File: config.mk
export PLATFORM = sky130hd
export DESIGN_NAME = typed_message_fifo_unit_flat
export DESIGN_NICKNAME = d
export VERILOG_FILES = /design/src/rtl/tmf_pkg.sv /design/src/rtl/tmf_if.sv /design/src/rtl/tmf_slot_table.sv /design/src/rtl/typed_message_fifo_unit.sv /design/src/flat_wrapper.sv
export SDC_FILE = /design/constraint.sdc
export NUM_CORES = 2
export LEC_CHECK = 0
export BUFFER_PORTS_ARGS = -buffer_cell sky130_fd_sc_hd__clkbuf_2
export CAP_MARGIN = 20
export CORE_MARGIN = 1
export CORE_UTILIZATION = 56
export DETAILED_ROUTE_END_ITERATION = 10
export PLACE_DENSITY = 0.75
export SETUP_SLACK_MARGIN = 0.3
export SYNTH_ARGS = -nofsm -noshare
export SYNTH_HDL_FRONTEND = slang
export SYNTH_SLANG_ARGS = --single-unit
File: constraint.sdc
create_clock -name clk_i -period 3.9 [get_ports clk_i]
set_input_delay 0.195 -clock clk_i [delete_from_list [all_inputs] [get_ports clk_i]]
set_output_delay 0.195 -clock clk_i [all_outputs]
set_load 0.02 [all_outputs]
File: src/rtl/tmf_pkg.sv
// Shared types, sizes and helpers of the typed message FIFO unit
`default_nettype none
package tmf_pkg;

  localparam int MSG_TYPES   = 16;
  localparam int QUEUE_DEPTH = 64;
  localparam int ID_W        = 4;
  localparam int HND_W       = 32;
  localparam int PRM_W       = 32;
  localparam int ENTRY_W     = ID_W + PRM_W;
  localparam int PTR_W       = $clog2(QUEUE_DEPTH);
  localparam int CNT_W       = $clog2(QUEUE_DEPTH + 1);

  typedef enum logic [1:0] {
    REQ_REG  = 2'd0,
    REQ_POST = 2'd1,
    REQ_GET  = 2'd2
  } req_e;

  typedef enum logic [2:0] {
    ST_OK      = 3'd0,
    ST_NO_SLOT = 3'd1,
    ST_BAD_ID  = 3'd2,
    ST_FULL    = 3'd3,
    ST_EMPTY   = 3'd4
  } status_e;

  typedef struct packed {
    logic             wr_en;
    logic [HND_W-1:0] wr_handler;
    logic             rd_en;
    logic [ID_W-1:0]  rd_id;
    logic [ID_W-1:0]  chk_id;
  } slot_ctrl_t;

  typedef struct packed {
    logic            free_found;
    logic [ID_W-1:0] free_slot;
    logic            chk_valid;
  } slot_stat_t;

  function automatic logic [PTR_W-1:0] ring_next(input logic [PTR_W-1:0] p);
    return (p == PTR_W'(QUEUE_DEPTH - 1)) ? '0 : p + 1'b1;
  endfunction

endpackage
`default_nettype wire

File: src/rtl/tmf_if.sv
// Request and response channel interfaces of the typed message FIFO unit
`default_nettype none
interface tmf_req_if import tmf_pkg::*; ();
  logic             valid;
  logic             ready;
  logic [1:0]       req_type;
  logic [HND_W-1:0] handler;
  logic [ID_W-1:0]  msg_id;
  logic [PRM_W-1:0] param;

  modport source (output valid, req_type, handler, msg_id, param, input ready);
  modport sink (input valid, req_type, handler, msg_id, param, output ready);
endinterface

interface tmf_rsp_if import tmf_pkg::*; ();
  logic             valid;
  logic             ready;
  logic [2:0]       status;
  logic [ID_W-1:0]  out_id;
  logic [HND_W-1:0] out_handler;
  logic [PRM_W-1:0] out_param;

  modport source (output valid, status, out_id, out_handler, out_param, input ready);
  modport sink (input valid, status, out_id, out_handler, out_param, output ready);
endinterface
`default_nettype wire

File: src/rtl/tmf_slot_table.sv
// Type slot table: valid bits, lowest free slot search and handler memory
`default_nettype none
module tmf_slot_table import tmf_pkg::*; (
  input  logic             clk_i,
  input  logic             rst_ni,
  input  slot_ctrl_t       ctrl_i,
  output slot_stat_t       stat_o,
  output logic [HND_W-1:0] rdata_o
);

  logic [MSG_TYPES-1:0] valid_q;
  logic [HND_W-1:0]     hnd_mem [MSG_TYPES];
  logic [HND_W-1:0]     rdata_q;

  always_comb begin
    stat_o.free_found = 1'b0;
    stat_o.free_slot  = '0;
    for (int i = MSG_TYPES - 1; i >= 0; i--) begin
      if (!valid_q[i]) begin
        stat_o.free_found = 1'b1;
        stat_o.free_slot  = ID_W'(i);
      end
    end
    stat_o.chk_valid = valid_q[ctrl_i.chk_id];
  end

  always_ff @(posedge clk_i or negedge rst_ni) begin
    if (!rst_ni) begin
      valid_q <= '0;
    end else if (ctrl_i.wr_en) begin
      valid_q[stat_o.free_slot] <= 1'b1;
    end
  end

  always_ff @(posedge clk_i) begin
    if (ctrl_i.wr_en) begin
      hnd_mem[stat_o.free_slot] <= ctrl_i.wr_handler;
    end
    if (ctrl_i.rd_en) begin
      rdata_q <= hnd_mem[ctrl_i.rd_id];
    end
  end

  assign rdata_o = rdata_q;

endmodule
`default_nettype wire

File: src/rtl/typed_message_fifo_unit.sv
// Top level of the typed message FIFO unit: request decode, message ring and response register
//
// Register, post and malformed requests, and a get from an empty ring, are answered
// from the idle state: the word is loaded into the response register at the next
// edge and a new request word is taken every cycle as long as the response
// register drains. A get from a non-empty ring does two dependent synchronous
// memory reads: the ring entry on acceptance, then in S_QRD the handler memory at
// the id found in that entry; S_HRD loads the response register once it is free.
// The ring holds up to 64 messages; the type slot valid bits clear at reset, so no
// clearing pass is needed and requests are taken right after reset.
`default_nettype none
module typed_message_fifo_unit import tmf_pkg::*; (
  input  logic      clk_i,
  input  logic      rst_ni,
  tmf_req_if.sink   req_i,
  tmf_rsp_if.source rsp_o
);

  localparam logic [1:0] S_IDLE = 2'd0;
  localparam logic [1:0] S_QRD  = 2'd1;
  localparam logic [1:0] S_HRD  = 2'd2;

  logic [1:0]       state_q, state_d;
  logic [PTR_W-1:0] wptr_q, wptr_d;
  logic [PTR_W-1:0] rptr_q, rptr_d;
  logic [CNT_W-1:0] count_q, count_d;

  logic [ENTRY_W-1:0] q_mem [QUEUE_DEPTH];
  logic [ENTRY_W-1:0] q_rdata_q;
  logic               q_we, q_re;

  slot_ctrl_t       slot_ctrl;
  slot_stat_t       slot_stat;
  logic [HND_W-1:0] slot_rdata;

  logic             out_valid_q, out_valid_d;
  status_e          out_status_q, out_status_d;
  logic [ID_W-1:0]  out_id_q, out_id_d;
  logic [HND_W-1:0] out_hnd_q, out_hnd_d;
  logic [PRM_W-1:0] out_prm_q, out_prm_d;
  logic             out_load;
  logic             out_free;
  logic             in_acc;

  assign out_free    = !out_valid_q || rsp_o.ready;
  assign req_i.ready = (state_q == S_IDLE) && out_free;
  assign in_acc      = req_i.valid && req_i.ready;

  tmf_slot_table u_slot_table (
    .clk_i   (clk_i),
    .rst_ni  (rst_ni),
    .ctrl_i  (slot_ctrl),
    .stat_o  (slot_stat),
    .rdata_o (slot_rdata)
  );

  always_comb begin
    state_d      = state_q;
    wptr_d       = wptr_q;
    rptr_d       = rptr_q;
    count_d      = count_q;
    q_we         = 1'b0;
    q_re         = 1'b0;
    slot_ctrl    = '0;
    slot_ctrl.wr_handler = req_i.handler;
    slot_ctrl.chk_id     = req_i.msg_id;
    slot_ctrl.rd_id      = q_rdata_q[ENTRY_W-1:PRM_W];
    out_load     = 1'b0;
    out_status_d = ST_OK;
    out_id_d     = '0;
    out_hnd_d    = '0;
    out_prm_d    = '0;

    unique case (state_q)
      S_IDLE: begin
        if (in_acc) begin
          unique case (req_i.req_type)
            REQ_REG: begin
              out_load = 1'b1;
              if (req_i.handler != '0 && slot_stat.free_found) begin
                slot_ctrl.wr_en = 1'b1;
                out_id_d        = slot_stat.free_slot;
              end else begin
                out_status_d = ST_NO_SLOT;
              end
            end
            REQ_POST: begin
              out_load = 1'b1;
              if (!slot_stat.chk_valid) begin
                out_status_d = ST_BAD_ID;
              end else if (count_q == CNT_W'(QUEUE_DEPTH)) begin
                out_status_d = ST_FULL;
              end else begin
                q_we    = 1'b1;
                wptr_d  = ring_next(wptr_q);
                count_d = count_q + 1'b1;
              end
            end
            REQ_GET: begin
              if (count_q == '0) begin
                out_load     = 1'b1;
                out_status_d = ST_EMPTY;
              end else begin
                q_re    = 1'b1;
                rptr_d  = ring_next(rptr_q);
                count_d = count_q - 1'b1;
                state_d = S_QRD;
              end
            end
            default: begin
              out_load     = 1'b1;
              out_status_d = ST_BAD_ID;
            end
          endcase
        end
      end
      S_QRD: begin
        slot_ctrl.rd_en = 1'b1;
        state_d         = S_HRD;
      end
      S_HRD: begin
        if (out_free) begin
          out_load  = 1'b1;
          out_id_d  = q_rdata_q[ENTRY_W-1:PRM_W];
          out_hnd_d = slot_rdata;
          out_prm_d = q_rdata_q[PRM_W-1:0];
          state_d   = S_IDLE;
        end
      end
      default: begin
        state_d = S_IDLE;
      end
    endcase
  end

  assign out_valid_d = out_load || (out_valid_q && !rsp_o.ready);

  always_ff @(posedge clk_i or negedge rst_ni) begin
    if (!rst_ni) begin
      state_q     <= S_IDLE;
      wptr_q      <= '0;
      rptr_q      <= '0;
      count_q     <= '0;
      out_valid_q <= 1'b0;
    end else begin
      state_q     <= state_d;
      wptr_q      <= wptr_d;
      rptr_q      <= rptr_d;
      count_q     <= count_d;
      out_valid_q <= out_valid_d;
    end
  end

  always_ff @(posedge clk_i) begin
    if (out_load) begin
      out_status_q <= out_status_d;
      out_id_q     <= out_id_d;
      out_hnd_q    <= out_hnd_d;
      out_prm_q    <= out_prm_d;
    end
  end

  always_ff @(posedge clk_i) begin
    if (q_we) begin
      q_mem[wptr_q] <= {req_i.msg_id, req_i.param};
    end
    if (q_re) begin
      q_rdata_q <= q_mem[rptr_q];
    end
  end

  assign rsp_o.valid       = out_valid_q;
  assign rsp_o.status      = out_status_q;
  assign rsp_o.out_id      = out_id_q;
  assign rsp_o.out_handler = out_hnd_q;
  assign rsp_o.out_param   = out_prm_q;

endmodule
`default_nettype wire

File: src/flat_wrapper.sv
// flat-port wrapper written by rule: the top's interface ports become plain ports
module typed_message_fifo_unit_flat import tmf_pkg::*;
  (clk_i, rst_ni, req_i_valid, req_i_req_type, req_i_handler, req_i_msg_id, req_i_param, req_i_ready, rsp_o_valid, rsp_o_status, rsp_o_out_id, rsp_o_out_handler, rsp_o_out_param, rsp_o_ready);
  tmf_req_if req_i_i ();
  tmf_rsp_if rsp_o_i ();
  input  logic clk_i;
  input  logic rst_ni;
  input wire logic [$bits(req_i_i.valid)-1:0] req_i_valid;
  input wire logic [$bits(req_i_i.req_type)-1:0] req_i_req_type;
  input wire logic [$bits(req_i_i.handler)-1:0] req_i_handler;
  input wire logic [$bits(req_i_i.msg_id)-1:0] req_i_msg_id;
  input wire logic [$bits(req_i_i.param)-1:0] req_i_param;
  output wire logic [$bits(req_i_i.ready)-1:0] req_i_ready;
  output wire logic [$bits(rsp_o_i.valid)-1:0] rsp_o_valid;
  output wire logic [$bits(rsp_o_i.status)-1:0] rsp_o_status;
  output wire logic [$bits(rsp_o_i.out_id)-1:0] rsp_o_out_id;
  output wire logic [$bits(rsp_o_i.out_handler)-1:0] rsp_o_out_handler;
  output wire logic [$bits(rsp_o_i.out_param)-1:0] rsp_o_out_param;
  input wire logic [$bits(rsp_o_i.ready)-1:0] rsp_o_ready;
  assign req_i_i.valid = req_i_valid;
  assign req_i_i.req_type = req_i_req_type;
  assign req_i_i.handler = req_i_handler;
  assign req_i_i.msg_id = req_i_msg_id;
  assign req_i_i.param = req_i_param;
  assign req_i_ready = req_i_i.ready;
  assign rsp_o_valid = rsp_o_i.valid;
  assign rsp_o_status = rsp_o_i.status;
  assign rsp_o_out_id = rsp_o_i.out_id;
  assign rsp_o_out_handler = rsp_o_i.out_handler;
  assign rsp_o_out_param = rsp_o_i.out_param;
  assign rsp_o_i.ready = rsp_o_ready;
  typed_message_fifo_unit u_core (.clk_i(clk_i), .rst_ni(rst_ni), .req_i(req_i_i), .rsp_o(rsp_o_i));
endmodule
Word level (Yosys, flattened, before mapping)
Memories as Yosys holds them, arrays and structs flattened. A register that Yosys moved wholly into a read port is not among the register bits.
Index checks and enable logic that the tools add are counted.

storage, ports and cells
  memory bits (writable) = 2816
  register bits after elaboration = 109
  bits of input ports = 74
  memories kept = 2

memory list
  name                         depth  width  read ports  clocked after Yosys merged registers in  wr ports  line                           source
  u_core.q_mem                 64     36     1           1                                        1         typed_message_fifo_unit.sv:28  logic [ENTRY_W-1:0] q_mem [QUEUE_DEPTH];
  u_core.u_slot_table.hnd_mem  16     32     1           1                                        1         tmf_slot_table.sv:12           logic [HND_W-1:0] hnd_mem [MSG_TYPES];

operators by class
  $lt $le $gt $ge = 3
  $add $sub $neg = 4
  reduce and logical (&&, ||, !) cells = 20
  muxes and demuxes = 64
  bitwise operators = 3
  eq/ne operators = 14

operators with widths
  cell                                                                          count
  5-bit 2-to-1 mux                                                              16
  32-bit nonzero test                                                           1
  1-bit 2-to-1 mux                                                              25
  7-bit 2-to-1 mux                                                              3
  4-bit 2-to-1 mux                                                              4
  16-bit OR                                                                     1
  7-bit case mux with 2 select lines                                            1
  6-bit by 1-bit adder with 6-bit output, second input constant                 2
  6-bit == test, second input constant                                          2
  6-bit 2-to-1 mux                                                              2
  4-bit by 5-bit less-than comparator with 1-bit output, second input constant  2
  2-bit 2-to-1 mux                                                              5
  3-bit case mux with 3 select lines                                            1
  2-bit != test, second input constant                                          4
  4-bit case mux with 2 select lines                                            1
  4-bit AND reduction                                                           2
  7-bit by 1-bit adder with 7-bit output, second input constant                 1
  7-bit == test, second input constant                                          1
  7-bit logical NOT                                                             1
  7-bit by 1-bit subtractor with 7-bit output, second input constant            1
  3-bit 2-to-1 mux                                                              2
  2-bit by 1-bit != test with 1-bit output, second input constant               3
  2-bit case mux with 3 select lines                                            1
  6-bit AND reduction                                                           1
  other kinds (14)                                                              25

Depth between registers and ports, before layout
  depth in word-level cells = 23
  gate-level depth with buffers = 12
  mapped depth without buffers = 9

Cells and area by module
A second synthesis with hierarchy kept.

unflattened totals
  cell total of the unflattened synthesis = 5071
  area total of the unflattened synthesis = 114006.8 um^2

by module, submodules not included
  module                   cells an instance  area an instance (um^2)  times used  seq. area each (um^2)
  typed_message_fifo_unit  4220               92864.1                  1           72950.0
  tmf_slot_table           851                21142.8                  1           16736.1

Worst setup path before layout
Ideal clock, no wire load.

  path kind = register to register
  from = reg u_core.out_valid_q, in the netlist u_core.rsp_o.valid
  to = mem u_core.u_slot_table.hnd_mem[5][0], enable pin
  path buffers = 0
  library setup time = 0.461 ns
  required time = 3.439 ns
  arrival = 4.029 ns
  stages on the path, launching flop included = 7
  clock period less this slack = 4.490 ns
  setup slack = -0.590 ns
  path through = dfrtp_1 > nor2b_1 > nor4b_4 > nand2b_1 > nor4_2 > nand3b_1 > nor3_1

on the way
  word-level cells in the longest chain between the ends = 8

ends and longest elaborated chain
  what                                    line                            source
  start, declared                         typed_message_fifo_unit.sv:36   logic out_valid_q, out_valid_d;
  start signal, assigned                  typed_message_fifo_unit.sv:150  out_valid_q <= out_valid_d;
  1-bit logical NOT                       typed_message_fifo_unit.sv:45   assign out_free = !out_valid_q || rsp_o.ready;
  1-bit logical OR                        typed_message_fifo_unit.sv:45
  1-bit logical AND                       typed_message_fifo_unit.sv:46   assign req_i.ready = (state_q == S_IDLE) && out_free;
  1-bit logical AND                       typed_message_fifo_unit.sv:47   assign in_acc = req_i.valid && req_i.ready;
  1-bit 2-to-1 mux                        typed_message_fifo_unit.sv:76   if (in_acc) begin
  1-bit 2-to-1 mux                        typed_message_fifo_unit.sv:74   unique case (state_q)
  1-bit 2-to-1 mux                        tmf_slot_table.sv:36            if (ctrl_i.wr_en) begin
  1-bit 2-to-1 mux (not written as such)  tmf_slot_table.sv:37            hnd_mem[stat_o.free_slot] <= ctrl_i.wr_handler;
  end, declared                           tmf_slot_table.sv:12

No other way between the ends.

==> impl_metrics.ini <==
[die]
dieArea_um2 = 205000
core_um2 = 202000
io_pins = 147
initial_core_util_pct = 56.3
rows = 165
dieWidth_um = 453
dieHeight_um = 453

[final_layout]
area.growth.synth_to_final_pct = 14.8
nFillCells = 12400
fin_cells = 8255
drive_gt1_share_pct = 31.6
nNetsFinal = 5447
final_core_util_pct = 64.7

[worst_setup_path]
arrival_ps = 4030
cp_common_cell = mux4_2
startpoint = u_core.rptr_q[0]
r2r_start = u_core.rptr_q[0]
critPathBufInv = 2
cpLargestDelayFamily = multiplexers
critPathLaunchType = flop
crit_chain = buf_12 -> buf_4 -> mux4_2 -> mux4_2 -> nor2_1 -> nor3_1
end_kind = flop
slowest_stage = dfrtp_4
worstSetupPathType = flop to flop
ff2ff_path_depth = 6
worstSetupPathDepth = 6
path_max_fanout = 27
max_stage_delay_ps = 930
cp_data_required_time_ps = 4540

[hold_path]
hold_path_class = input pin to flop
hold_start = req_i_param[31]
hold_depth = 2

[logic_synthesis]
synth_edf_count = 2955
synth.area.top_cells = edfxtp_1 78%, mux4_2 16%, mux2i_1 0.98%
muxShareOfSynthArea_pct = 17.1
synth_xor_xnor_area_share_pct = 0.0539
synth_compound_area_share_pct = 1.28
synth-adder-area-share_pct = 0.0945
synth_cell_type_count = 66
synthFlopType = edfxtp_1
ys_async_sr_fraction_pct = 1.27
syn-num-nets = 4863
netlist_area_um2 = 114000
yosysWarnings = 0
yosys.area_share.simple_pct = 1.58
synth_most_common_cell = edfxtp_1
synthCells = 4781
synth.avg_cell_area_um2 = 23.8
ys_seq_area_share_pct = 78.8
synth_top_family_by_area = multiplexers
yosys-top-cells-count = 2955 x edfxtp_1, 808 x mux4_2, 130 x nor2_1, 114 x clkbuf_1, 111 x mux2i_1
netlist.area_leader.share_pct = 78.0
yosysTopAreaCell = edfxtp_1
ys_ff_latch = 2993

[power]
swShare_pct = 27.7
finalPower_mw = 84.5
p_clk_share_pct = 33.1
irDropWorstVdd_uv = 584
p_sw_mw = 23.4
powerDensity_nw_per_um2 = 646
p_seq_share_pct = 43.2
intPower_mw = 61.1
leakage_nw = 41.5
combPwrFrac_pct = 23.7

[timing]
relSlewSlack_pct = 23.6
layout_setup_ws_ps = 502
period_share_pct = 87.1
tightest_slew_ps = 1140
setup_tns_ps = 0
clock_skew_ps = 77.6
rsz0062_at_grt = no
clock.fmax_mhz = 294
report.final.slew_viol_count = 0
setup_viol = 0
fin_crit_ps = 3400
hold_violations = 0

[clocking]
clkTransAtPathRegs_ps = 60
cts_root_buffer = clkbuf_16
clkLatencyLatePin_ps = 940
cts_resized = 0
htreeDepth = 5
clock_path_buffers = 4
cts_made_buffers = 308
cts_tree = done
cts_sinks = 2993

[routing]
routed_wl_um = 290000
ant_nets = 0
viasPerCell = 6.77
vias = 55900
drc = 0
wl_per_cell_um = 35.1
drt_pass1_iterations = 8
dr.first_iter.drc_count = 8002

[global_routing]
track_usage_pct = 28.5
grt_pass1_vias = 56500
grt_max_degree = 78
antenna_found_initial = 11
overflow = 0
grt_pass1_wl_um = 412000

[placed_design]
dp_slack_ps = 474
port_buffers = 146
hpwlAfterDp_um = 164000
place_inst = 7651
gp_congestion = 0.864

[job]
drv_cap = 0

[status]
status = completed
## worst paths after layout
| kind | end | slack [ps] |
|---|---|---|
| worst min-delay path | u_core.q_mem[39][31] | 90 |
| worst max-delay path | u_core.q_rdata_q[7] | 500 |
| worst min register to register | u_core.count_q[3] | 530 |
| min in group asynchronous | u_core.count_q[5] | 440 |
| max in group asynchronous | u_core.state_q[1] | 2520 |
| worst max register to register | u_core.q_rdata_q[7] | 500 |
## cell families after synthesis
logic type / Yosys count
DFF: 2993
muxes: 928
and+or+nand+nor: 374
buffers and inverters: 260
AOI/OAI and AO/OA: 211
adders and majority gates: 8
xor gates and xnor gates: 7
## area by class of cell
type / instances / area, µm² / share of cell area [%]
sequential: 2993 / 89700 / 68.6
inverter: 18 / 67.6 / 0.0517
antenna: 5 / 12.5 / 0.00957
tap: 2672 / 3340 / 2.56
timing repair buffer: 516 / 4680 / 3.58
clock buffer: 375 / 8080 / 6.19
clock inverter: 148 / 1270 / 0.973
multi-input combinational: 1528 / 23500 / 18.0
## cell usage in the layout (no fill, tap or decap), drive strengths merged, types with 19 or more instances in the layout
cell         synthesis  layout
dfrtp               38      38
dlygate4sd3          0      69
clkinv               0     111
nor3                26      26
nand2               79      79
o221ai              19      19
mux4               811     811
bufinv               0      21
clkbuf             114     512
o22ai               49      49
o21ai               45      45
nor2               130     130
mux2i              111     111
inv                 18      23
edfxtp            2955    2955
buf                128     310
and3                66      66
## registers in the layout (all words and copies together), names as in the netlist
| register | cells |
|---|---|
| u_core.u_slot_table.valid_q | 16 |
| u_core.wptr_q | 6 |
| u_core.u_slot_table.hnd_mem | 512 |
| u_core.state_q | 2 |
| u_core.q_rdata_q | 36 |
| u_core.rsp_o.valid | 1 |
| u_core.rptr_q | 6 |
| u_core.rsp_o.out_param | 32 |
| u_core.count_q | 7 |
| u_core.q_mem | 2304 |
| u_core.rsp_o.status | 3 |
| u_core.u_slot_table.rdata_o | 32 |
| u_core.rsp_o.out_id | 4 |
| u_core.rsp_o.out_handler | 32 |
## routing by layer
layer  routed length (µm)  track usage, %  share of wire, %
met1               103000            38.4                36
met2               144000            46.3                50
met3                30900            5.84                11
met4                11600            10.7               4.0
met5                   47               0             0.016
## power groups by stage
stage | Clock, mW | Sequential (mW) | Combinational, mW
floorplan | 0 | 36.9 | 12.6
global placement | 0 | 37.1 | 19.4
detailed placement | 0 | 37.2 | 19.6
CTS | 28.1 | 36.5 | 20.0
global route | 29.2 | 36.5 | 20.8
finish | 27.9 | 36.5 | 20.0
## stage by stage
stage / area [µm²] / hold WS (ps)
floorplan: 114000 / -101
global placement: 120000 / 457
detailed placement: 120000 / 124
CTS: 131000 / 20.5
global route: 131000 / 59.6
finish: 131000 / 86.0
## what timing repair did
action / in CTS / in global routing
setup buffers: 0 / 0
hold endpoints to repair: 1255 / 64
setup endpoints to repair: 0 / 0
hold buffers: 68 / 1
Note: power is estimated with default switching activity, not from simulation.
